File: src/rtl/core/qnorm_pkg.sv
// ----------------------------------------------------------------------------
// qnorm_pkg
// Widths, register codes and shared types for the quaternion normaliser.
// ----------------------------------------------------------------------------
package qnorm_pkg;

    localparam int IN_WIDTH  = 16;
    localparam int OUT_WIDTH = 16;
    localparam int LANES     = 4;

    localparam int CFG_W     = 32;
    localparam int APB_AW    = 3;
    localparam int APB_DW    = 32;
    localparam int REG_IDX_W = APB_AW - 2;

    localparam int OFRAC = OUT_WIDTH - 2;
    localparam int SHIFT = 2 * OFRAC + 2;
    localparam int MAG_W = IN_WIDTH;
    localparam int SQ_W  = 2 * IN_WIDTH - 1;
    localparam int SUM_W = SQ_W + 2;
    localparam int D_W   = SQ_W + SHIFT;
    localparam int R_W   = OFRAC + 2;
    localparam int P_W   = R_W + SUM_W;
    localparam int T_W   = P_W + R_W + 1;

    localparam logic [REG_IDX_W-1:0] REG_MIN_LENGTH_SQUARED = '0;
    localparam logic [CFG_W-1:0]     MIN_LENGTH_SQUARED_RESET = CFG_W'(1);

    typedef logic [SQ_W-1:0] sq_t;
    typedef logic [R_W-1:0]  root_t;

    typedef struct packed {
        logic [SUM_W-1:0] sum;
        logic [LANES-1:0] neg;
        logic             too_short;
    } ctl_t;

endpackage

File: src/rtl/core/qnorm_cfg.sv
// ----------------------------------------------------------------------------
// qnorm_cfg
// APB register bank holding the minimum squared length.
// ----------------------------------------------------------------------------
module qnorm_cfg (
    input  logic                           clk,
    input  logic                           rst_n,
    input  logic                           psel,
    input  logic                           penable,
    input  logic                           pwrite,
    input  logic [qnorm_pkg::APB_AW-1:0]   paddr,
    input  logic [qnorm_pkg::APB_DW-1:0]   pwdata,
    output logic [qnorm_pkg::APB_DW-1:0]   prdata,
    output logic                           pready,
    output logic [qnorm_pkg::CFG_W-1:0]    min_length_squared
);

    logic [qnorm_pkg::REG_IDX_W-1:0] reg_idx;
    logic                            wr_en;
    logic [qnorm_pkg::CFG_W-1:0]     min_len_reg;
    logic [qnorm_pkg::CFG_W-1:0]     min_len_next;

    assign reg_idx = paddr[qnorm_pkg::APB_AW-1:2];
    assign wr_en   = psel && penable && pwrite;
    assign pready  = 1'b1;
    assign min_length_squared = min_len_reg;

    always_comb
    begin
        min_len_next = min_len_reg;
        if (wr_en && (reg_idx == qnorm_pkg::REG_MIN_LENGTH_SQUARED))
        begin
            min_len_next = pwdata[qnorm_pkg::CFG_W-1:0];
        end
    end

    always_comb
    begin
        case (reg_idx)
            qnorm_pkg::REG_MIN_LENGTH_SQUARED: prdata = qnorm_pkg::APB_DW'(min_len_reg);
            default:                           prdata = '0;
        endcase
    end

    always_ff @(posedge clk or negedge rst_n)
    begin
        if (!rst_n)
        begin
            min_len_reg <= qnorm_pkg::MIN_LENGTH_SQUARED_RESET;
        end
        else
        begin
            min_len_reg <= min_len_next;
        end
    end

endmodule

File: config.mk
export PLATFORM = sky130hd
export DESIGN_NAME = qnorm_cfg
export DESIGN_NICKNAME = d
export VERILOG_FILES = /design/src/rtl/core/qnorm_pkg.sv /design/src/rtl/core/qnorm_cfg.sv
export SDC_FILE = /design/constraint.sdc
export NUM_CORES = 1
export LEC_CHECK = 0
export ABC_AREA = 1
export BUFFER_PORTS_ARGS = -buffer_cell sky130_fd_sc_hd__buf_2
export CAP_MARGIN = 20
export CORE_AREA = 2 2 76 78
export DETAILED_ROUTE_END_ITERATION = 10
export DIE_AREA = 0 0 78 80
export PLACE_DENSITY = 0.58
export SLEW_MARGIN = 25
export SYNTH_ARGS = -nofsm -noshare
export SYNTH_HDL_FRONTEND = slang
export SYNTH_SLANG_ARGS = --single-unit
File: constraint.sdc
create_clock -name clk -period 1.15 [get_ports clk]
set_input_delay 0.2875 -clock clk [delete_from_list [all_inputs] [get_ports clk]]
set_output_delay 0.2875 -clock clk [all_outputs]
set_load 0.005 [all_outputs]
# Yosys cells after proc, flatten, opt, wreduce, memory -nomap -nowiden
# Index checks and enable logic that the tools add are counted.
dict set report totals {
  wordCells 6
  output_inout_bits 65
  regBits 32
  inputBits 40
}
dict set report op_classes {
  n_mux 1
  n_reduce_logical 3
  n_bitwise 1
}
# operator count
set op_table {}
lappend op_table {{32-bit two-way mux} 1}
lappend op_table {{1-bit logical AND} 3}
lappend op_table {{1-bit inverter} 1}

# Depth between registers and ports, before layout
dict set report depth {
  depth_word 3
  ltp_mapped 6
  mapped_depth_nobuf 5
}

# Least setup slack after synthesis
# OpenSTA, ideal clock, no wires.
dict set report synth_timing {
  kind {input to output}
  start {in paddr[2] (netlist name)}
  end {out prdata[0] (netlist name)}
  path_stages 3
  setup_slack_ns 0.127
  t_required_ns 0.863
  path_buffers 2
  arrival_ns 0.735
  cell_sequence {buf_2 buf_2 nor2_1}
}
dict set report synth_between {
  elab_chain_len 1
}
# item line
set synth_rtl {}
lappend synth_rtl {{start, declared} qnorm_cfg.sv:11} ;# input logic [qnorm_pkg::APB_AW-1:0] paddr,
lappend synth_rtl {{32-bit two-way mux} qnorm_cfg.sv:39} ;# case (reg_idx)
lappend synth_rtl {{end, declared} qnorm_cfg.sv:13} ;# output logic [qnorm_pkg::APB_DW-1:0] prdata,
# Every way passes these cells.

# Final worst setup path
dict set report layout_timing {
  start {reg min_len_reg (netlist bit min_length_squared[0])}
  end {out prdata[0] (netlist name)}
}
dict set report layout_between {
  elab_chain_len 1
}
# item line
set layout_rtl {}
lappend layout_rtl {{start, declared} qnorm_cfg.sv:20} ;# logic [qnorm_pkg::CFG_W-1:0] min_len_reg;
lappend layout_rtl {{start signal, assigned} qnorm_cfg.sv:49} ;# min_len_reg <= qnorm_pkg::MIN_LENGTH_SQUARED_RESET;
lappend layout_rtl {{start signal, assigned} qnorm_cfg.sv:53} ;# min_len_reg <= min_len_next;
lappend layout_rtl {{32-bit two-way mux} qnorm_cfg.sv:39}
# Every way passes these cells.

==> impl_metrics.csv <==
group,metric,value,unit
grt,grt_overflow,0,
cts,htree_num_levels,2,
worst_hold_path,min_to,"min_length_squared[0]",
routing,drc,0,
worst_setup_path,end_kind,"primary output",
power,p_leak,1.516,nW
timing,slew_viol_final,0,
timing,fin_crit_sh,116.6,%
synthesis,ys_top_cells_by_count,"nand2_1 (65), inv_1 (33), nand3_1 (32), nor2_1 (32), dfrtp_1 (31)",
synthesis,synth_top_area_cell,"dfrtp_1",
placed_design,post-place-ws,-0.08468,ns
synthesis,yosys-top-cells-area,"dfrtp_1 (49%), nand2_1 (15%), nand3_1 (10%)",
timing,period_minus_slack,1.341,ns
worst_hold_path,hp-class,"in -> reg",
synthesis,yosysMostFrequentCell,"nand2_1",
grt,grt_pass1_wl,6913,um
placed_design,placedCellCount,382,
timing,fmax,0.7456,GHz
worst_setup_path,worst_ep_required_time,0.86,ns
timing,post-route-worst-setup-slack,-0.1913,ns
cells_and_area,final_core_util,44.40,%
synthesis,async_flop_share,100.0,%
worst_setup_path,reg2reg_slack,0.30,ns
synthesis,synth_ff_type,"dfrtp_1",
synthesis,syn-num-nets,252,
routing,drt_wl_total,4256,um
worst_setup_path,r2r_start,"min_length_squared[9]",
timing,hold_violations,0,
synthesis,synth-edff-count,0,
die,initial_core_util,29.38,%
die,rows,27,
timing,tns,-0.8899,ns
timing,finalClockSkew,0,ns
status,violations,"negative setup slack",
cells_and_area,fin_area,2400,um2
grt,grt.total_usage,14.03,%
die,dieArea,6240,um2
job,maxCapViolations,0,
synthesis,synth_cell_types,13,
grt,grt_max_degree,33,
synthesis,yosysWarnings,0,
placed_design,io_buffers,101,
synthesis,avgSynthCellArea,7.489,um2
die,ios,105,
routing,vias,1641,
worst_setup_path,crit_arrival,1.05,ns
worst_setup_path,rr_worst_depth,4,
routing,drtPass1Iterations,4,
synthesis,syn_area,1588,um2
die,dieHeight,80,um
worst_hold_path,min_from,"pwdata[0]",
worst_hold_path,min_path_cells,3,
timing,rsz0062_at_grt,"true",
placed_design,gp_congestion,0.7568,
cells_and_area,fill_cells,571,
synthesis,ys_ff_latch,32,
placed_design,dp_hpwl,3166,um
routing,first_iter_violations,68,
synthesis,yosysTopAreaCellShare,48.86,%
die,die_w,78,um
routing,wl_per_cell,10.53,um
cts,worstSkewPairLatency,0.28,ns
cells_and_area,fin_nets,371,
synthesis,synthCells,212,
worst_setup_path,critPathLaunchType,"register",
cells_and_area,finalNonFillerCells,404,
power,vdd_drop_max,0.5621,mV
status,status,"finished with violations",
cts,cts-root-buf,"clkbuf_8",
cts,cts_buffers,5,
routing,final_antenna_net_count,0,
worst_setup_path,crit_fanout,3,
worst_setup_path,path_class,"reg -> out",
cts,clkTransAtPathRegs,0.07,ns
die,coreArea,5405,um2
power,cellPowerDensity,1407,nW/um2
cells_and_area,drive_above_1_share,43.07,%
grt,grt_pass1_vias,1505,
synthesis,yosysSeqAreaShare,50.51,%
cts,clkSinkCount,32,
cts,cts_buffer_depth,2,
cells_and_area,syn_to_final_growth,51.14,%
grt,antenna_found_initial,0,
cts,cts_tree,"yes",
worst_setup_path,reg2reg_to,"min_length_squared[9]",
cells_and_area,largest_reg_flops,32,
cells_and_area,diodes,0,
placed_design,placed_area,2192,um2
routing,viasPerCell,4.062,
timing,setup_viol,35,
power by group:
part	switching (mW)	internal [mW]
sequential	0.158	1.34
clock	0.393	0.477
combinational	0.467	0.537
total	1.02	2.36
worst max path at each step:
stage / to / slack (ns) / from / cells past startpoint
detailed placement: min_length_squared[11] / -0.08 / paddr[2] / 6
floorplan: prdata[0] / 0.13 / paddr[2] / 3
global route: prdata[0] / -0.26 / min_length_squared[0] / 3
CTS: prdata[0] / -0.19 / min_length_squared[0] / 3
finish: prdata[0] / -0.19 / min_length_squared[0] / 3
global placement: min_length_squared[4] / -0.08 / paddr[2] / 6
critical path, cell delays in order, from the launching register on:
cell,delay [ns]
dfstp_2,0.55
inv_2,0.04
nor2_2,0.08
buf_2,0.11
metrics by stage:
| stage | power, mW | hold WS [ns] |
|---|---|---|
| after floorplan | 1.907 | -0.008091 |
| after CTS | 3.365 | 0.2071 |
| final | 3.376 | 0.2164 |
| after global placement | 2.385 | 0.2349 |
| after detailed placement | 2.405 | 0.2336 |
| after global routing | 3.641 | 0.2138 |
cell type report:
class                           count  area [um2]  share of cell area [%]
Clock inverter                      2       10.01                  0.4171
Clock buffer                        6       82.58                   3.441
Timing Repair Buffer              126       720.7                   30.03
Tap cell                           72       90.09                   3.754
Inverter                           34       127.6                   5.318
Sequential cell                    32       802.0                   33.42
Multi-Input combinational cell    132       566.8                   23.62
repair_timing:
| action | CTS | global route |
|---|---|---|
| hold buffers | 1 | 0 |
| pin swaps | 10 | 10 |
| endpoints found under the setup margin | 33 | 33 |
| setup buffers | 6 | 7 |
| hold endpoints to repair | 14 | 0 |
| resized for setup | 0 | 6 |
cells by family after synthesis:
kind of cell | Yosys count | synth area share [%]
other | 1 | 0.2362
and+or+nand+nor | 131 | 34.99
buffers and inverters | 48 | 14.26
DFF | 32 | 50.51
cell usage in the layout, fill, tap and decap left out:
cell             n
dfrtp_1         31
nand2_4          1
clkbuf_8         6
dfstp_2          1
clkinv_2         2
nand3_1         32
nor2_8           1
buf_4           22
nor2_1          29
dlygate4sd3_1    1
buf_2          101
buf_12           2
conb_1           1
inv_1           30
inv_2            4
nor2_2           3
nand2_1         65
routing by layer:
| metal | vias to the layer above | track usage [%] | wire length (um) | share of wire (%) |
|---|---|---|---|---|
| met3 | 6 | 4.864 | 347 | 8.2 |
| met5 | - | 0 | 0 | 0 |
| met1 | 718 | 17.16 | 1896 | 45 |
| li1 | 860 | - | - | - |
| met2 | 57 | 23.36 | 1964 | 46 |
| met4 | 0 | 4.211 | 48 | 1.1 |
Power figures use the tool's default switching activity.
