### config.mk
export PLATFORM = sky130hd
export DESIGN_NAME = qnorm_front_flat
export DESIGN_NICKNAME = d
export VERILOG_FILES = /design/src/rtl/core/qnorm_pkg.sv /design/src/rtl/core/qnorm_in_if.sv /design/src/rtl/core/qnorm_front.sv /design/src/flat_wrapper.sv
export SDC_FILE = /design/constraint.sdc
export NUM_CORES = 2
export LEC_CHECK = 0
export ABC_CLOCK_PERIOD_IN_PS = 6300
export BUFFER_PORTS_ARGS = -buffer_cell sky130_fd_sc_hd__buf_2
export CAP_MARGIN = 0
export CORE_ASPECT_RATIO = 0.5
export CORE_MARGIN = 3
export CORE_UTILIZATION = 40
export CTS_BUF_LIST = sky130_fd_sc_hd__clkbuf_4
export DETAILED_ROUTE_END_ITERATION = 7
export GPL_TIMING_DRIVEN = 0
export PLACE_DENSITY_LB_ADDON = 0.1
export SLEW_MARGIN = 20
export SYNTH_ARGS = -nofsm -noshare
export SYNTH_HDL_FRONTEND = slang
export SYNTH_SLANG_ARGS = --single-unit
### constraint.sdc
create_clock -name clk -period 6.3 [get_ports clk]
set_clock_uncertainty 0.1 [all_clocks]
set_input_delay 0.63 -clock clk [delete_from_list [all_inputs] [get_ports clk]]
set_output_delay 0.63 -clock clk [all_outputs]
set_load 0.05 [all_outputs]
### src/rtl/core/qnorm_pkg.sv
// ----------------------------------------------------------------------------
// qnorm_pkg
// Widths, register codes and shared types for the quaternion normaliser.
// ----------------------------------------------------------------------------
package qnorm_pkg;

    localparam int IN_WIDTH  = 16;
    localparam int OUT_WIDTH = 16;
    localparam int LANES     = 4;

    localparam int CFG_W     = 32;
    localparam int APB_AW    = 3;
    localparam int APB_DW    = 32;
    localparam int REG_IDX_W = APB_AW - 2;

    localparam int OFRAC = OUT_WIDTH - 2;
    localparam int SHIFT = 2 * OFRAC + 2;
    localparam int MAG_W = IN_WIDTH;
    localparam int SQ_W  = 2 * IN_WIDTH - 1;
    localparam int SUM_W = SQ_W + 2;
    localparam int D_W   = SQ_W + SHIFT;
    localparam int R_W   = OFRAC + 2;
    localparam int P_W   = R_W + SUM_W;
    localparam int T_W   = P_W + R_W + 1;

    localparam logic [REG_IDX_W-1:0] REG_MIN_LENGTH_SQUARED = '0;
    localparam logic [CFG_W-1:0]     MIN_LENGTH_SQUARED_RESET = CFG_W'(1);

    typedef logic [SQ_W-1:0] sq_t;
    typedef logic [R_W-1:0]  root_t;

    typedef struct packed {
        logic [SUM_W-1:0] sum;
        logic [LANES-1:0] neg;
        logic             too_short;
    } ctl_t;

endpackage

### src/rtl/core/qnorm_in_if.sv
// ----------------------------------------------------------------------------
// qnorm_in_if
// Input channel: one quaternion per beat, four signed components.
// ----------------------------------------------------------------------------
interface qnorm_in_if;

    logic                                 valid;
    logic                                 ready;
    logic signed [qnorm_pkg::IN_WIDTH-1:0] in_w;
    logic signed [qnorm_pkg::IN_WIDTH-1:0] in_x;
    logic signed [qnorm_pkg::IN_WIDTH-1:0] in_y;
    logic signed [qnorm_pkg::IN_WIDTH-1:0] in_z;

    modport source (output valid, output in_w, output in_x, output in_y, output in_z,
                    input ready);
    modport sink   (input valid, input in_w, input in_x, input in_y, input in_z,
                    output ready);

endinterface

### src/rtl/core/qnorm_front.sv
// ----------------------------------------------------------------------------
// qnorm_front
// Front stages: input register with magnitude and sign, squares, then the
// sum of squares and its comparison with the minimum.
// ----------------------------------------------------------------------------
module qnorm_front (
    input  logic                                     clk,
    input  logic                                     rst_n,
    input  logic                                     en,
    input  logic [qnorm_pkg::CFG_W-1:0]              min_length_squared,
    qnorm_in_if.sink                                 item,
    output logic                                     valid,
    output qnorm_pkg::ctl_t                          ctl,
    output qnorm_pkg::sq_t [qnorm_pkg::LANES-1:0]    sq
);

    localparam int LANES = qnorm_pkg::LANES;
    localparam int MAG_W = qnorm_pkg::MAG_W;
    localparam int SUM_W = qnorm_pkg::SUM_W;
    localparam int CFG_W = qnorm_pkg::CFG_W;
    localparam int CMP_W = (SUM_W > CFG_W) ? SUM_W : CFG_W;

    logic [qnorm_pkg::IN_WIDTH-1:0] comp [LANES];

    logic [LANES-1:0][MAG_W-1:0]   a_mag_next;
    logic [LANES-1:0]              a_neg_next;
    logic                          a_valid_reg;
    logic [LANES-1:0][MAG_W-1:0]   a_mag_reg;
    logic [LANES-1:0]              a_neg_reg;

    logic [LANES-1:0][2*MAG_W-1:0] prod;
    qnorm_pkg::sq_t [LANES-1:0]    b_sq_next;
    logic                          b_valid_reg;
    qnorm_pkg::sq_t [LANES-1:0]    b_sq_reg;
    logic [LANES-1:0]              b_neg_reg;

    logic [SUM_W-1:0]              c_sum_next;
    logic                          c_short_next;
    logic                          c_valid_reg;
    qnorm_pkg::ctl_t               c_ctl_reg;
    qnorm_pkg::sq_t [LANES-1:0]    c_sq_reg;

    assign comp[0] = item.in_w;
    assign comp[1] = item.in_x;
    assign comp[2] = item.in_y;
    assign comp[3] = item.in_z;

    assign item.ready = en;

    always_comb
    begin
        for (int i = 0; i < LANES; i++)
        begin
            a_neg_next[i] = comp[i][MAG_W-1];
            a_mag_next[i] = comp[i][MAG_W-1] ? (~comp[i] + 1'b1) : comp[i];
        end
    end

    always_comb
    begin
        for (int i = 0; i < LANES; i++)
        begin
            prod[i]      = {{MAG_W{1'b0}}, a_mag_reg[i]} * {{MAG_W{1'b0}}, a_mag_reg[i]};
            b_sq_next[i] = prod[i][qnorm_pkg::SQ_W-1:0];
        end
    end

    always_comb
    begin
        c_sum_next = '0;
        for (int i = 0; i < LANES; i++)
        begin
            c_sum_next = c_sum_next + SUM_W'(b_sq_reg[i]);
        end
        c_short_next = CMP_W'(c_sum_next) <= CMP_W'(min_length_squared);
    end

    always_ff @(posedge clk or negedge rst_n)
    begin
        if (!rst_n)
        begin
            a_valid_reg <= 1'b0;
            b_valid_reg <= 1'b0;
            c_valid_reg <= 1'b0;
        end
        else if (en)
        begin
            a_valid_reg <= item.valid;
            b_valid_reg <= a_valid_reg;
            c_valid_reg <= b_valid_reg;
        end
    end

    always_ff @(posedge clk)
    begin
        if (en)
        begin
            a_mag_reg           <= a_mag_next;
            a_neg_reg           <= a_neg_next;
            b_sq_reg            <= b_sq_next;
            b_neg_reg           <= a_neg_reg;
            c_sq_reg            <= b_sq_reg;
            c_ctl_reg.sum       <= c_sum_next;
            c_ctl_reg.neg       <= b_neg_reg;
            c_ctl_reg.too_short <= c_short_next;
        end
    end

    assign valid = c_valid_reg;
    assign ctl   = c_ctl_reg;
    assign sq    = c_sq_reg;

endmodule

### src/flat_wrapper.sv
// flat-port wrapper written by rule: the top's interface ports become plain ports
module qnorm_front_flat 
  (clk, rst_n, en, min_length_squared, valid, ctl, sq, item_valid, item_in_w, item_in_x, item_in_y, item_in_z, item_ready);
  qnorm_in_if item_i ();
  input  logic clk;
  input  logic rst_n;
  input  logic en;
  input  logic [qnorm_pkg::CFG_W-1:0] min_length_squared;
  output logic valid;
  output qnorm_pkg::ctl_t ctl;
  output qnorm_pkg::sq_t [qnorm_pkg::LANES-1:0] sq;
  input wire logic [$bits(item_i.valid)-1:0] item_valid;
  input wire logic [$bits(item_i.in_w)-1:0] item_in_w;
  input wire logic [$bits(item_i.in_x)-1:0] item_in_x;
  input wire logic [$bits(item_i.in_y)-1:0] item_in_y;
  input wire logic [$bits(item_i.in_z)-1:0] item_in_z;
  output wire logic [$bits(item_i.ready)-1:0] item_ready;
  assign item_i.valid = item_valid;
  assign item_i.in_w = item_in_w;
  assign item_i.in_x = item_in_x;
  assign item_i.in_y = item_in_y;
  assign item_i.in_z = item_in_z;
  assign item_ready = item_i.ready;
  qnorm_front u_core (.clk(clk), .rst_n(rst_n), .en(en), .min_length_squared(min_length_squared), .item(item_i), .valid(valid), .ctl(ctl), .sq(sq));
endmodule
* Word-level counts from Yosys, hierarchy flattened
Index checks and enable logic that the tools add are counted.
** Word-level totals
- Register bits :: 361
- Bits of input ports :: 100
- Output and inout bits :: 164
- Logic and storage cells :: 44
** Cells by class
- Add/subtract/negate cells :: 7
- Multipliers :: 4
- Order comparisons :: 1
- Muxes and demuxes :: 4
- Bitwise logic cells :: 4
** Operator list (count)
- $mul 16x16->31 :: 4
- $add 33x31->33 :: 2
- $add 16x1->16 const B :: 4
- $not 16->16 :: 4
- $mux 15 :: 4
- $le 33x32->1 :: 1
- $add 31x31->32 :: 1

* Depth between registers and ports, before layout
- Depth in word-level cells :: 4
- Gate-level depth with buffers :: 29
- Depth with buffers taken out :: 29

* Least setup slack after synthesis
No wires, ideal clock.
- Kind :: register to register
- From :: register u_core.a_mag_reg[19] (netlist bit)
- To :: register u_core.b_sq_reg[55] (netlist bit), data pin
- Setup time :: 0.262 ns
- Arrival :: 5.885 ns
- Required time :: 5.938 ns
- Setup slack :: 0.053 ns
- Stages on the path, launching flop included :: 26
- Path buffers :: 1
- Clock period less this slack :: 6.247 ns
- Path through :: edfxtp_1 clkbuf_1 nand2_1 inv_1 fa_1 inv_1 fa_1 inv_1 fa_1 inv_1 fa_1 inv_1 fa_1 inv_1 fa_1 inv_1 ha_1 a21oi_1 o211ai_1 a311oi_1 o31ai_1 and3_1 o21a_1 a31oi_1 a21oi_1 xor2_1
** RTL lines
- start: declaration :: RTL line qnorm_front.sv:28 : logic [LANES-1:0][MAG_W-1:0] a_mag_reg;
- start signal: assignment :: RTL line qnorm_front.sv:98 : a_mag_reg <= a_mag_next;
- end signal: assignment :: RTL line qnorm_front.sv:100 : b_sq_reg <= b_sq_next;
- end: declaration :: RTL line qnorm_front.sv:34 : qnorm_pkg::sq_t [LANES-1:0] b_sq_reg;

==> results.md <==
- In this run the critical register-to-register path is launched from u_core.a_mag_reg[58].
- The ratio of final minimum period to clock period is 1.035.
- By instance count, the cell type seen most on the critical path is fa_1.
- The clock sink count is around 350.
- The clock passes through at most 3 buffers.
- The post-synthesis area per instance is just over 10 sq um.
- The kind of end point of the critical path is a register.
- Measured against the total synthesized area, the mux share comes to 0.001992.
- The Yosys step of the flow raised 0 warnings.
- In this run the most critical hold path is launched from item_in_y[1].
- The total overflow left after global routing is 0.
- The end point of the most critical hold path is u_core.a_mag_reg[33].
- Measured against its own limit, the worst slew margin works out to 0.3984.
- After clock tree synthesis, the clock-pin slew on the worst setup and hold paths is 70 ps.
- The endpoint of the most critical register-to-register path is u_core.b_sq_reg[123].
- After synthesis, the largest family of logic cells by area is adder cells.
- The run finished, with violations left.
- The number of endpoints with negative hold slack in the final report came to 0.
- The maximum fanout count along the critical path is 7.
- The final max-slew violation count is 0.
- The detailed-route DRC error count is 0.
- The count of routing violations after the opening detailed-route iteration is 1674.
- The async set-or-reset flop fraction in the synthesized netlist is 0.008499.
- Of the cells placed in the final design, the portion with a size suffix greater than 1 is 0.1960.
- The number of cells on the worst reg-to-reg path is 24.
- The die span in y is between 200 and 250 um.
- The worst setup path is of the reg -> reg kind.
- The maximum achievable frequency is about 0.15 GHz.
- In this run the remaining antenna-violating nets after routing total 0.
- The later pin in the worst-skew pair is clocked with a latency of 1000 ps.
- In the layout the commonest cells are inv_1, fa_1, ha_1.
- For this run, the total global-route usage over all layers was measured as 0.2102.
- At the pin with the least slew margin, the transition time is 879.6 ps.
- The minimum clock period after layout is ~6500 ps.
- The area fraction in compound gates after synthesis is 0.06809.
- The initial antenna violation count was 5.
- The first-pass GRT wire length is approximately 190000 um.
- The most common library cell in the layout ignoring fill and taps is inv_1.
- The TritonCTS clock tree is yes.
- The number of storage elements in the synthesis netlist is 353.
- The number of placement rows is 85.
- The number of primary I/O pins is around 260.
- In this run, distinct cell masters in the synthesized netlist total 80.
- The starting density of the core is 0.4087.
- The tree is rooted in a clkbuf_4.
- The category of the worst setup path launch point is a register.
- The post-synthesis share of cell area spent on xor and xnor gates is 0.04615.
- The first TritonRoute pass finished after 5 iterations.
- The mapped netlist covers ~45000 sq um.
- On the worst path, the slowest cell contributes a delay of ~550 ps.
- The total wirelength of the detailed-routed design is 118300 um.
- The core area is roughly 110000 sq um.
- Among all flip-flop cells after synthesis, the most frequent one is edfxtp_1.
- The HPWL after detailed placement is 94750 um.
- The die covers around 120000 sq um.
- Setup violations remaining at the end of the flow were counted as 12.
- Routability-driven placement finished with a final weighted congestion of between 0.8 and 0.9.
- The critical path data arrival time is 7080 ps.
- The sequential share of the synthesized area is 0.2373.
- The via count of the first global-routing pass is roughly 34000.
- Setup repair after global routing could not meet its margin everywhere.
- Of the total synthesized cell area, the portion taken by AND, OR, NAND and NOR gates is 0.09886.
- The post-route worst setup slack is -218.3 ps.
- The post-detailed-route wirelength per cell is between 15 and 20 um.
- The checks that failed: negative setup slack.
- The instance count of the mapped netlist is ~4300.
- The adder-cell share of the synthesized area is 0.4444.
- Yosys mapped a number of flops with a built-in enable equal to 350.
- After the last flow step, the layout net total stands at around 6300.
- In this run the tool buffered the top-level ports with about 260 buffer cells.
- In this run the worst hold path is classified as in -> reg.
- The number of instances on the worst hold path is 3.
- The H-tree depth is 3.
- Prior to clock tree synthesis, the placed netlist has a worst setup slack of -1354 ps.
- The CTS buffer count is 91.
- The slowest stage of the critical path is the fa_1 cell.
- Setup slack on the worst reg-to-reg path comes out at -220 ps.
- The number of vias after detailed routing is between 30000 and 40000.
- The average vias per placed instance is a little under 5.
- Entering global routing, the biggest net connects just over 100 pins.
- Walking the worst path, the cells encountered are buf_8, and2_1, fa_1, inv_2, fa_1, inv_2, fa_1, inv_2, fa_1, inv_1, fa_1, inv_2, fa_1, inv_2, ha_4, a21oi_4, nand2_1, a41o_1, a21o_1, a41oi_2, a211oi_2, o21ai_2, a21oi_2, o211ai_1.
- At the worst endpoint, the required time is between 6000 and 7000 ps.
- Compared with the post-synthesis result, the final layout area differs by 20.64%.
- The width of the die is 478.2 um.
- The max-capacitance violation count is 0.
## worst max path at each step
stage,depth (start not counted),from,endpoint,slack [ps]
6_report,24,u_core.a_mag_reg[58],u_core.b_sq_reg[123],-220
5_1_grt,25,u_core.a_mag_reg[56],u_core.b_sq_reg[123],-370
4_1_cts,24,u_core.a_mag_reg[53],u_core.b_sq_reg[122],-200
3_5_place_dp,23,u_core.a_mag_reg[53],u_core.b_sq_reg[122],-1350
3_3_place_gp,3,en,item_ready,-1820
2_1_floorplan,25,u_core.a_mag_reg[19],u_core.b_sq_reg[55],50
## Yosys cell counts (4+ instances only)
master / count / area share
and3_1: 13 / 0.0018
nand3b_1: 5 / 0.00084
or3_1: 26 / 0.0036
o21ai_1: 4 / 0.00045
buf_4: 5 / 0.00084
nor4b_1: 4 / 0.00079
o31ai_1: 17 / 0.0029
clkbuf_1: 75 / 0.0063
xor2_1: 80 / 0.016
o211ai_1: 7 / 0.0012
inv_1: 1138 / 0.096
o21ai_0: 88 / 0.0099
a21o_1: 64 / 0.011
mux2_2: 7 / 0.0018
a31oi_1: 15 / 0.0021
nand4_1: 18 / 0.0025
a21oi_1: 125 / 0.014
or4_1: 4 / 0.00067
a21boi_0: 8 / 0.0013
a211oi_1: 13 / 0.0022
and4_1: 6 / 0.0012
o21bai_1: 22 / 0.0037
nor2b_1: 43 / 0.0060
nand2b_1: 25 / 0.0035
nor2_1: 167 / 0.014
ha_1: 485 / 0.14
nand2_1: 321 / 0.027
nor3_1: 34 / 0.0038
o21a_1: 30 / 0.0050
xnor2_1: 155 / 0.030
fa_1: 687 / 0.31
nand3_1: 30 / 0.0034
or2_2: 16 / 0.0022
edfxtp_1: 350 / 0.24
and2_1: 186 / 0.026
a211o_1: 7 / 0.0014
## timing repair
item                                    CTS  global route
hold buffers                             98             0
resized for setup                       333           244
cloned                                    0             1
hold endpoints to repair                118             0
pin swaps                               103           148
setup buffers                           116            94
endpoints found under the setup margin   61            46
## layout make-up
cell class	instances	area (sq um)
antenna	8	20.02
tap	1479	1851
inverter	1138	4322
sequential	353	10590
buffer	77	694.4
multi-input combinational	2781	30970
timing repair buffer	571	4151
clock buffer	125	938.4
clock inverter	41	272.8
fill	10320	55310
## metal layers
metal,track usage,up-vias,part of all wire
li1,-,14960,-
met1,0.2724,15990,0.43
met3,0.03431,159,0.042
met5,0,-,0
met2,0.3661,510,0.50
met4,0.05373,0,0.027
## through the flow
step | instances | TNS (ps) | hold WS [ps] | cell area [sq um] | util
after floorplan | 4353 | 0 | 234.4 | 44620 | -
after global placement | 6091 | -390690 | 300.6 | 47760 | 0.4377
after detailed placement | 6095 | -38020 | 305.9 | 47880 | 0.4388
after CTS | 6472 | -905.7 | 22.40 | 52210 | 0.4785
after global routing | 6571 | -4864 | 100.2 | 53800 | 0.4931
final | 6573 | -1110 | 176.3 | 53810 | 0.4931
## cells by family (layout without fill, tap and decap cells)
| family | Yosys count | count (layout) |
|---|---|---|
| buffers and inverters | 1219 | 1952 |
| AOI/OAI and AO/OA | 455 | 455 |
| and+or+nand+nor | 905 | 905 |
| DFF | 353 | 353 |
| adders and majority gates | 1172 | 1172 |
| xor gates and xnor gates | 235 | 235 |
| muxes | 8 | 8 |
| other | 1 | 14 |
## critical path: cells and delay by family, from the launching register on
kind            cells  cell delay (ps)
compound gates      8             1650
buf+inv             7              450
simple gates        2              250
fa+ha+maj           7             3330
flops               1              470
Power is not shown: default switching activity piles up to over one toggle a cycle in this logic, so the estimate is an artifact.
