===== src/rtl/core/qnorm_pkg.sv =====
// ----------------------------------------------------------------------------
// qnorm_pkg
// Widths, register codes and shared types for the quaternion normaliser.
// ----------------------------------------------------------------------------
package qnorm_pkg;

    localparam int IN_WIDTH  = 16;
    localparam int OUT_WIDTH = 16;
    localparam int LANES     = 4;

    localparam int CFG_W     = 32;
    localparam int APB_AW    = 3;
    localparam int APB_DW    = 32;
    localparam int REG_IDX_W = APB_AW - 2;

    localparam int OFRAC = OUT_WIDTH - 2;
    localparam int SHIFT = 2 * OFRAC + 2;
    localparam int MAG_W = IN_WIDTH;
    localparam int SQ_W  = 2 * IN_WIDTH - 1;
    localparam int SUM_W = SQ_W + 2;
    localparam int D_W   = SQ_W + SHIFT;
    localparam int R_W   = OFRAC + 2;
    localparam int P_W   = R_W + SUM_W;
    localparam int T_W   = P_W + R_W + 1;

    localparam logic [REG_IDX_W-1:0] REG_MIN_LENGTH_SQUARED = '0;
    localparam logic [CFG_W-1:0]     MIN_LENGTH_SQUARED_RESET = CFG_W'(1);

    typedef logic [SQ_W-1:0] sq_t;
    typedef logic [R_W-1:0]  root_t;

    typedef struct packed {
        logic [SUM_W-1:0] sum;
        logic [LANES-1:0] neg;
        logic             too_short;
    } ctl_t;

endpackage


===== src/rtl/core/qnorm_out_if.sv =====
// ----------------------------------------------------------------------------
// qnorm_out_if
// Output channel: one normalised quaternion and its error flag per beat.
// ----------------------------------------------------------------------------
interface qnorm_out_if;

    logic                                  valid;
    logic                                  ready;
    logic signed [qnorm_pkg::OUT_WIDTH-1:0] out_w;
    logic signed [qnorm_pkg::OUT_WIDTH-1:0] out_x;
    logic signed [qnorm_pkg::OUT_WIDTH-1:0] out_y;
    logic signed [qnorm_pkg::OUT_WIDTH-1:0] out_z;
    logic                                  too_short;

    modport source (output valid, output out_w, output out_x, output out_y, output out_z,
                    output too_short, input ready);
    modport sink   (input valid, input out_w, input out_x, input out_y, input out_z,
                    input too_short, output ready);

endinterface


===== src/rtl/core/qnorm_outbuf.sv =====
// ----------------------------------------------------------------------------
// qnorm_outbuf
// Rounding and sign, output register and one-beat skid stage.
// ----------------------------------------------------------------------------
module qnorm_outbuf (
    input  logic                                      clk,
    input  logic                                      rst_n,
    input  logic                                      in_valid,
    input  qnorm_pkg::ctl_t                           in_ctl,
    input  qnorm_pkg::root_t [qnorm_pkg::LANES-1:0]   in_root,
    output logic                                      en,
    qnorm_out_if.source                               result
);

    localparam int LANES = qnorm_pkg::LANES;
    localparam int OUT_W = qnorm_pkg::OUT_WIDTH;
    localparam int R_W   = qnorm_pkg::R_W;
    localparam int UP_W  = R_W + 1;

    typedef struct packed {
        logic [LANES-1:0][OUT_W-1:0] comp;
        logic                        too_short;
    } beat_t;

    // nearest odd root below r gives the rounded magnitude (r + 1) / 2
    function automatic logic [OUT_W-1:0] finish(
        input qnorm_pkg::root_t root,
        input logic             neg,
        input logic             zero
    );
        logic [UP_W-1:0]  up;
        logic [OUT_W-1:0] mag;
        up  = {1'b0, root} + UP_W'(1);
        mag = OUT_W'(up[UP_W-1:1]);
        if (zero)
        begin
            return '0;
        end
        return neg ? (~mag + 1'b1) : mag;
    endfunction

    beat_t res_next;
    logic  take;
    logic  out_valid_reg;
    logic  out_valid_next;
    beat_t out_data_reg;
    beat_t out_data_next;
    logic  skid_valid_reg;
    logic  skid_valid_next;
    beat_t skid_data_reg;
    beat_t skid_data_next;

    always_comb
    begin
        for (int i = 0; i < LANES; i++)
        begin
            res_next.comp[i] = finish(in_root[i], in_ctl.neg[i], in_ctl.too_short);
        end
        res_next.too_short = in_ctl.too_short;
    end

    assign en   = !skid_valid_reg;
    assign take = !out_valid_reg || result.ready;

    always_comb
    begin
        out_valid_next  = out_valid_reg;
        out_data_next   = out_data_reg;
        skid_valid_next = skid_valid_reg;
        skid_data_next  = skid_data_reg;
        if (take)
        begin
            if (skid_valid_reg)
            begin
                out_valid_next  = 1'b1;
                out_data_next   = skid_data_reg;
                skid_valid_next = 1'b0;
            end
            else
            begin
                out_valid_next = in_valid;
                out_data_next  = res_next;
            end
        end
        else if (in_valid && en)
        begin
            // park the beat leaving the pipeline while the output is stalled
            skid_valid_next = 1'b1;
            skid_data_next  = res_next;
        end
    end

    always_ff @(posedge clk or negedge rst_n)
    begin
        if (!rst_n)
        begin
            out_valid_reg  <= 1'b0;
            skid_valid_reg <= 1'b0;
        end
        else
        begin
            out_valid_reg  <= out_valid_next;
            skid_valid_reg <= skid_valid_next;
        end
    end

    always_ff @(posedge clk)
    begin
        out_data_reg  <= out_data_next;
        skid_data_reg <= skid_data_next;
    end

    assign result.valid     = out_valid_reg;
    assign result.out_w     = signed'(out_data_reg.comp[0]);
    assign result.out_x     = signed'(out_data_reg.comp[1]);
    assign result.out_y     = signed'(out_data_reg.comp[2]);
    assign result.out_z     = signed'(out_data_reg.comp[3]);
    assign result.too_short = out_data_reg.too_short;

endmodule


===== src/flat_wrapper.sv =====
// flat-port wrapper written by rule: the top's interface ports become plain ports
module qnorm_outbuf_flat 
  (clk, rst_n, in_valid, in_ctl, in_root, en, result_valid, result_out_w, result_out_x, result_out_y, result_out_z, result_too_short, result_ready);
  qnorm_out_if result_i ();
  input  logic clk;
  input  logic rst_n;
  input  logic in_valid;
  input  qnorm_pkg::ctl_t in_ctl;
  input  qnorm_pkg::root_t [qnorm_pkg::LANES-1:0] in_root;
  output logic en;
  output wire logic [$bits(result_i.valid)-1:0] result_valid;
  output wire logic [$bits(result_i.out_w)-1:0] result_out_w;
  output wire logic [$bits(result_i.out_x)-1:0] result_out_x;
  output wire logic [$bits(result_i.out_y)-1:0] result_out_y;
  output wire logic [$bits(result_i.out_z)-1:0] result_out_z;
  output wire logic [$bits(result_i.too_short)-1:0] result_too_short;
  input wire logic [$bits(result_i.ready)-1:0] result_ready;
  assign result_valid = result_i.valid;
  assign result_out_w = result_i.out_w;
  assign result_out_x = result_i.out_x;
  assign result_out_y = result_i.out_y;
  assign result_out_z = result_i.out_z;
  assign result_too_short = result_i.too_short;
  assign result_i.ready = result_ready;
  qnorm_outbuf u_core (.clk(clk), .rst_n(rst_n), .in_valid(in_valid), .in_ctl(in_ctl), .in_root(in_root), .en(en), .result(result_i));
endmodule

===== config.mk =====
export PLATFORM = sky130hd
export DESIGN_NAME = qnorm_outbuf_flat
export DESIGN_NICKNAME = d
export VERILOG_FILES = /design/src/rtl/core/qnorm_pkg.sv /design/src/rtl/core/qnorm_out_if.sv /design/src/rtl/core/qnorm_outbuf.sv /design/src/flat_wrapper.sv
export SDC_FILE = /design/constraint.sdc
export NUM_CORES = 1
export LEC_CHECK = 0
export ABC_AREA = 1
export BUFFER_PORTS_ARGS = -buffer_cell sky130_fd_sc_hd__buf_2
export CAP_MARGIN = 20
export CORE_MARGIN = 4
export CORE_UTILIZATION = 58
export CTS_BUF_LIST = sky130_fd_sc_hd__clkbuf_8
export CTS_CLUSTER_SIZE = 25
export DETAILED_ROUTE_END_ITERATION = 8
export HOLD_SLACK_MARGIN = 0.06
export PLACE_DENSITY = 0.83
export SYNTH_ARGS = -nofsm -noshare
export SYNTH_HDL_FRONTEND = slang
export SYNTH_SLANG_ARGS = --single-unit

===== constraint.sdc =====
create_clock -name clk -period 5.8 [get_ports clk]
set_input_delay 0 -clock clk [delete_from_list [all_inputs] [get_ports clk]]
set_output_delay 0 -clock clk [all_outputs]
set_load 0.01 [all_outputs]

### Word-level counts from Yosys, hierarchy flattened

Cells that the tools add are included.

* register bits after elaboration: 132
* bits of input ports: 106
* output and inout bits: 67
* word-level logic and storage cells: 45

* add/subtract/negate cells: 8
* multiplexer cells: 14
* bitwise operators: 5
* reductions and logical operators: 6

Operators by type and width (number)
* two-way mux 16 bit: 9
* adder 16 x 1 -> 17 bit (second input constant): 4
* two-way mux 65 bit: 1
* adder 16 x 1 -> 16 bit (second input constant): 4
* inverter 16 bit: 4
* two-way mux 1 bit: 4
* zero test 1 bit: 2
* AND reduction 2 bit: 1
* nonzero test 2 bit: 1
* logical AND 1 bit: 1
* logical OR 1 bit: 1
* inverter 1 bit: 1

### Logic depth before layout (Yosys ltp)

Gate-level depths: netlist (run 1).

* word-level depth: 6
* depth in mapped cells: 15
* gate-level depth less buffers: 15

### Worst setup path before layout (run 1)

OpenSTA, ideal clock, no wires.

* path type: reg2reg
* from: reg u_core.out_valid_reg, in the netlist u_core.result.valid
* to: reg u_core.skid_data_reg[0] (netlist bit), enable pin
* setup time: 0.488 ns
* arrival: 4.806 ns
* required time: 5.312 ns
* path slack: 0.506 ns
* stages on the path, launching flop included: 3
* path buffers: 0
* clock period less this slack: 5.294 ns
* cells stage by stage: dfrtp_1 -> nand2_1 -> nor2_1

* cells in the longest elaborated chain, start to end: 4

Ends and longest elaborated chain
* start: declaration: line qnorm_outbuf.sv:44 `logic out_valid_reg;`
* start signal: assignment: line qnorm_outbuf.sv:102 `out_valid_reg <= out_valid_next;`
* zero test 1 bit: line qnorm_outbuf.sv:63 `assign take = !out_valid_reg || result.ready;`
* logical OR 1 bit: line qnorm_outbuf.sv:63
* inverter 1 bit (no source line)
* AND reduction 2 bit (no source line)
* end signal: assignment: line qnorm_outbuf.sv:110 `skid_data_reg <= skid_data_next;`
* end: declaration: line qnorm_outbuf.sv:50 `beat_t skid_data_reg;`

No other way between the ends.
A chain may end at the register's enable or synchronous reset.

### Final worst setup path (run 1)

* from: reg u_core.skid_valid_reg
* to: reg u_core.skid_data_reg[23] (netlist bit), enable pin

* cells in the longest elaborated chain, start to end: 3

Ends and longest elaborated chain
* start: declaration: line qnorm_outbuf.sv:48 `logic skid_valid_reg;`
* start signal: assignment: line qnorm_outbuf.sv:103 `skid_valid_reg <= skid_valid_next;`
* zero test 1 bit: line qnorm_outbuf.sv:62 `assign en = !skid_valid_reg;`
* logical AND 1 bit: line qnorm_outbuf.sv:85 `else if (in_valid && en)`
* AND reduction 2 bit (no source line)

No other way between the ends.

==> results by group, run 1 <==
Outcome
  – Outcome: completed

Cells and area
  – Final Instance Area: ~10,000 sq um
  – Proportion of layout cells with a drive suffix above 1: roughly 20%
  – Fill count: between 1,000 and 1,500
  – Layout area overhead: 15.0%
  – Post-route insts no fill: roughly 1,500
  – Largest register FFs: between 60 and 70
  – ANT cells: 0
  – Nets: ~1,400

Worst setup path
  – CP cell instances: clkinv_1, buf_4, nand2_1, nor2_4, buf_16, buf_4
  – Slowest stage cell on the critical path: dfrtp_2
  – Worst Path Buf+Inv: 4
  – CP Capture Type: flip-flop
  – Setup CP Type: flip-flop to flip-flop
  – Crit Path Max Fanout: 43
  – Crit-path leading delay family: buffers and inverters
  – CP most frequent cell: buf_4
  – CP arrival: 2.52 ns
  – Crit path required time: 5.89 ns
  – Worst path max stage delay: approximately 0.42 ns
  – Crit start category: flip-flop

Detailed routing
  – Final ANT Viol Nets: 0
  – Pre-antenna DRT Iters: 5
  – Remaining DRCs: 0
  – Vias: about 8,000
  – Initial drt markers: 610
  – Vias per cell: around 5.3
  – Final WL: about 20,000 microns
  – DR WL/cell: 13.0 microns

Floorplan
  – Site row count: 44
  – Core area: ~15,000 sq um
  – Starting density of the core: around three fifths
  – Die Width: approximately 130 microns
  – Io pins: between 150 and 200
  – Overall die area: 17,200 sq um
  – Die height: ~130 microns

Clock network
  – CTS Buf Count: 17
  – Clk Latency, worst-skew pair: 0.43 ns
  – Clock tree sinks: 132
  – H-tree Lvls: 4
  – Root Driver: clkbuf_8
  – Clock Path Buffers: 2
  – TritonCTS clock tree: built
  – Clock transition at path regs: 0.08 ns
  – Postcts setup bufs: 0

Synthesis
  – Async S/R FF share, synth: under 10%
  – Count of state elements after synthesis: 132
  – Syn Area/Cell: ~7.5 sq um
  – Syn Std Cell Area: a little under 9000 sq um
  – Synth Warn #: 0
  – Synth area leader: edfxtp_1
  – Synth top area share: 44.5%
  – Cell count after synthesis: 1,174
  – Top_reg_cell synth: edfxtp_1
  – Count leader, synth: nand2_1
  – Largest cells by area after synthesis: edfxtp_1 (44%), nand2_1 (19%), inv_1 (5.0%), nand3_1 (4.8%), nor2_1 (3.7%)
  – Synth Net Count: ~1,300
  – Sequential area share after synthesis: 45.1%
  – Commonest cells post-synth: nand2_1 (453), edfxtp_1 (130), inv_1 (118), nor2_1 (87), nand3_1 (85)
  – Number of synthesized flops with an enable pin: between 100 and 150
  – Count of cell types in the netlist: 35

STA
  – Final Slew Violations: 0
  – Worst slew pin tran: roughly 0.88 ns
  – Setup TNS Final: 0 ns
  – Unrepaired setup endpoints after global routing: false
  – Clk_skew: about 0.015 ns
  – Final Hold Viols: 0
  – Relative slew slack: between 40% and 50%
  – Min cycle time layout: approximately 2.4 ns
  – Final Setup Violations: 0
  – Final Cycle Share: between 40% and 50%
  – F_max: slightly above 400 MHz
  – Final WS setup: between 3 and 4 ns

Placement
  – HPWL after detailed placement: roughly 14,000 microns
  – Placed cell areas: 9630 sq um
  – GP Congestion: roughly 0.88
  – Placed instance count: around 1,500
  – I/O Buffers: about 140
  – Place WS: approximately 3.0 ns

Hold path
  – Worst min-delay path class: primary input to flip-flop

Global routing
  – Initial antenna violation count: 0
  – Total global routing overflow: 0
  – Vias in the first global route: ~7,300
  – Tot GR Track Use: about a quarter
  – First-pass GRT wire length: 33,000 microns
  – Largest net degree at the start of global routing: about 90

Job
  – Max-Cap Viols: 0

Pwr
  – Leak pwr: just under 5 nW
  – Max VDD drop: 141 uV
  – PD cells: 236 nW/um^2
-- stage by stage --
stage	power (mW)	utilization, %	hold WS [ns]
after floorplan	1.48	-	-0.296
after global placement	1.63	65.5	-0.213
after detailed placement	1.65	65.5	-0.212
after CTS	2.39	68.4	0.0702
after global routing	2.50	68.6	0.107
final	2.38	68.6	0.0946
-- final cells by class --
| class | count | area (sq um) | share of cell area [%] |
|---|---|---|---|
| Multi-Input combinational cell | 887 | 4240 | 42.1 |
| Timing Repair Buffer | 149 | 801 | 7.94 |
| Clock buffer | 18 | 248 | 2.46 |
| Sequential cell | 132 | 3960 | 39.2 |
| Clock inverter | 14 | 139 | 1.38 |
| Tap cell | 184 | 230 | 2.28 |
| Inverter | 126 | 473 | 4.69 |
-- worst min-delay path, cell delays in order --
cell,delay (ns)
buf_2,0.11
nand2_1,0.05
nand2_1,0.12
a21oi_2,0.08
-- placed cells by master, fill, tap and decap left out, types with 20 or more instances in the layout --
cell type / count
nand3_1: 85
inv_1: 118
nand4_1: 43
nor2_1: 86
edfxtp_1: 130
o21ai_0: 34
nor2_2: 20
nand2_2: 23
nand2_1: 452
o21ai_1: 33
buf_2: 139
-- power by group --
part	switching (mW)	internal [mW]	leakage, nW
sequential	0.0226	1.15	1.31
combinational	0.310	0.152	3.33
clock	0.386	0.361	0.189
-- logic make-up (layout without fill, tap and decap cells) --
logic type | count (synthesis) | in the layout | share of synthesized area, %
flops | 132 | 132 | 45.1
buf+inv | 155 | 307 | 6.69
xor+xnor | 2 | 2 | 0.200
simple gates | 780 | 780 | 40.9
fa+ha+maj | 8 | 8 | 1.14
compound gates | 97 | 97 | 6.00
-- metal layers --
layer / track usage [%] / share of wire, % / vias to the layer above
met5: 0 / 0 / -
met4: 7.20 / 1.5 / 0
met3: 2.48 / 3.9 / 21
met2: 42.7 / 51 / 191
met1: 30.1 / 44 / 3644
li1: - / - / 4144
-- worst paths after layout --
| path | slack (ns) | end | startpoint | cells past startpoint |
|---|---|---|---|---|
| min in group asynchronous | 0.42 | u_core.skid_valid_reg | rst_n | 3 |
| worst max register to register | 3.37 | u_core.skid_data_reg[23] | u_core.skid_valid_reg | 6 |
| max in group asynchronous | 5.24 | u_core.skid_valid_reg | rst_n | 3 |
| worst min register to register | 0.52 | u_core.result.out_x[0] | u_core.skid_data_reg[17] | 2 |
| worst min-delay path | 0.09 | u_core.skid_data_reg[8] | in_root[8] | 4 |
| worst max-delay path | 3.37 | u_core.skid_data_reg[23] | u_core.skid_valid_reg | 6 |
-- repair_timing --
| item | CTS | global route |
|---|---|---|
| hold buffers | 4 | 0 |
| endpoints found under the hold margin | 5 | 0 |
| endpoints found under the setup margin | 0 | 0 |
| gates resized for setup | 0 | 0 |
(Power assumes the default switching activity.)
==> inputs of run 2 (changes only) <==
- CORE_UTILIZATION: 58 -> 52
- PLACE_DENSITY: 0.83 -> 0.79
- clock period: 5.8 -> 2.2 ns (I/O delays scaled with it)
==> run 2 against run 1 <==
Against the previous run:
- worst setup slack got worse by 3.0 ns
- first-iteration DRC count fell by 14%
- sequential power rose to 2.6 times the previous value
- hold slack gained 0.0074 ns
- non-clock buffer count up 6
- final area rose by 1.6%
- largest power group unchanged
- register-to-register slack worse by 2.8 ns
- count of clock-buffer cells in the layout down 1
- wire length grew 3.5%
- critical path depth increased by 9
==> results by group, run 2 (synthesis gave the netlist of run 1 again) <==
Placement
  – HPWL after detailed placement: 14,800 microns (+3.4%)
  – Placed cell areas: 9740 sq um (+1.1%)
  – Place WS: 0.179 ns (-2.83 ns)
  – I/O Buffers: 139 (unchanged)
  – GP Congestion: 0.883 (+0.56%)

Worst setup path
  – CP arrival: 1.98 ns (-0.54 ns)
  – Slowest stage cell on the critical path: dlygate4sd3_1
  – Worst Path Buf+Inv: 2 (-2)
  – Setup CP Type: primary input to flip-flop
  – Crit-path leading delay family: simple AND/OR/NAND/NOR gates
  – Crit start category: primary input
  – Crit path required time: 2.39 ns (-3.50 ns)
  – CP most frequent cell: nand2_1
  – Worst path max stage delay: 0.52 ns (+0.10 ns)
  – Crit Path Max Fanout: 6 (-86%)
  – CP Capture Type: flip-flop
  – CP cell instances: dlygate4sd3_1, buf_2, nand2_1, nor2_1, nand3_1, nand2_1, nand2_1, nand2_1, nand2_1, nand2_1, nor2_2, nand2_1, nand2_1, nand4_1, nand2_1

Global routing
  – Initial antenna violation count: 0 (unchanged)
  – Largest net degree at the start of global routing: 91 (unchanged)
  – First-pass GRT wire length: 33,500 microns (+1.7%)
  – Tot GR Track Use: 22.0% (-1.7 points)
  – Total global routing overflow: 0 (unchanged)
  – Vias in the first global route: 7,264 (-0.64%)

Detailed routing
  – Vias: 8,036 (+0.45%)
  – Pre-antenna DRT Iters: 7 (+2)
  – Final ANT Viol Nets: 0 (unchanged)
  – Remaining DRCs: 0 (unchanged)
  – Initial drt markers: 522 (-14%)
  – DR WL/cell: 13.1 microns (+0.66%)
  – Vias per cell: 5.18 (-2.3%)
  – Final WL: 20,300 microns (+3.5%)

Cells and area
  – Leading cell type in the layout, fill and taps excluded: nand2_1
  – Largest register FFs: 65 (unchanged)
  – Final Instance Area: 10,300 sq um (+1.6%)
  – ANT cells: 0 (unchanged)
  – Most frequent cells in the layout: nand2_1 (452), buf_2 (139), edfxtp_1 (130), inv_1 (120), nor2_1 (86)
  – Nets: 1,433 (+0.42%)
  – Layout area overhead: 16.9%
  – Fill count: 1,509 (+22%)
  – Proportion of layout cells with a drive suffix above 1: 19.6% (-0.16 points)

Clock network
  – H-tree Lvls: 4 (unchanged)
  – TritonCTS clock tree: built
  – Root Driver: clkbuf_8
  – CTS Buf Count: 17 (unchanged)
  – Postcts setup bufs: 0 (unchanged)
  – Clock tree sinks: 132 (unchanged)
  – Clock transition at path regs: 0.08 ns (about the same)
  – Clk Latency, worst-skew pair: 0.43 ns (about the same)
  – Clock Path Buffers: 2 (unchanged)

Floorplan
  – Core area: 16,600 sq um (+13%)
  – Site row count: 47 (+6.8%)
  – Overall die area: 19,000 sq um (+11%)
  – Die Width: 138 microns (+5.3%)
  – Io pins: 173 (unchanged)
  – Starting density of the core: 52.9% (-6.8 points)
  – Die height: 138 microns (+5.3%)

Pwr
  – Max VDD drop: 367 uV (+160%)
  – Leak pwr: 4.88 nW (+1.1%)
  – Power Total: 6.50 mW (+170%)
  – PD cells: 634 nW/um^2 (+170%)

STA
  – Min cycle time layout: around 1.8 ns
  – Final Slew Violations: 0 (unchanged)
  – Worst slew pin tran: 0.522 ns (-0.362 ns)
  – F_max: approximately 560 MHz
  – Clk_skew: 0.00847 ns (-0.00649 ns)
  – Final WS setup: 0.411 ns (-2.96 ns)
  – Setup TNS Final: 0 ns (unchanged)
  – Relative slew slack: 65.2% (+25 points)
  – Final Hold Viols: 0 (unchanged)
  – Final Setup Violations: 0 (unchanged)
  – Final Cycle Share: between 80 and 90%
  – Unrepaired setup endpoints after global routing: false

Hold path
  – Worst min-delay path class: primary input to flip-flop

Outcome
  – Outcome: completed

Job
  – Max-Cap Viols: 0 (unchanged)
==> run 2: cell count changes in the layout (fill, tap and decap cells not counted), sizes merged, moves of 3 or more <==
cell,before,now
dlygate4sd3,4,9
inv,131,127
bufinv,1,4
clkinv,5,8
==> run 2: worst min-delay path: cells and delay by family <==
family        cells  cell delay [ns]
simple gates      4             0.24
buf+inv           2             0.19
==> run 2: final timing paths <==
path	start	end	slack [ns]	cells past startpoint
worst max register to register	u_core.result.valid	u_core.skid_data_reg[15]	0.61	3
min in group asynchronous	rst_n	u_core.result.valid	0.41	3
worst max-delay path	in_root[8]	u_core.result.out_w[15]	0.41	15
worst min register to register	u_core.skid_data_reg[16]	u_core.result.out_w[15]	0.51	2
worst min-delay path	in_root[43]	u_core.skid_data_reg[43]	0.10	6
max in group asynchronous	rst_n	u_core.skid_valid_reg	1.65	3
==> run 2: power breakdown <==
group          switching (mW)  internal (mW)  total [mW]
clock network           0.956           1.22        2.18
registers              0.0636           3.02        3.09
logic                   0.826          0.410        1.24
total                    1.85           4.66        6.50
==> run 2: stage by stage <==
step | util (%) | hold slack, ns | std cells
after floorplan | - | -0.296 | 1174
after global placement | 58.7 | -0.212 | 1511
after detailed placement | 58.7 | -0.212 | 1511
after CTS | 61.8 | 0.0690 | 1552
after global routing | 61.8 | 0.0943 | 1552
final | 61.8 | 0.102 | 1552
==> run 2: layout make-up <==
cell class                      count  area, sq um  share of cell area [%]
Clock inverter                     15          190                    1.85
Timing Repair Buffer              155          863                    8.42
Sequential cell                   132         3960                    38.6
Multi-Input combinational cell    887         4260                    41.5
Tap cell                          220          275                    2.68
Inverter                          126          478                    4.66
Clock buffer                       17          234                    2.28
==> run 2: per-layer routing <==
layer	track usage, %	wire length, microns
met2	37.4	9810
met4	7.41	265
met5	0	0
met3	3.27	918
met1	29.0	9330
==> run 2: timing repair <==
item                      4_1_cts  5_1_grt
hold buffers                    9        0
resized for setup               0        0
hold endpoints to repair       11        0
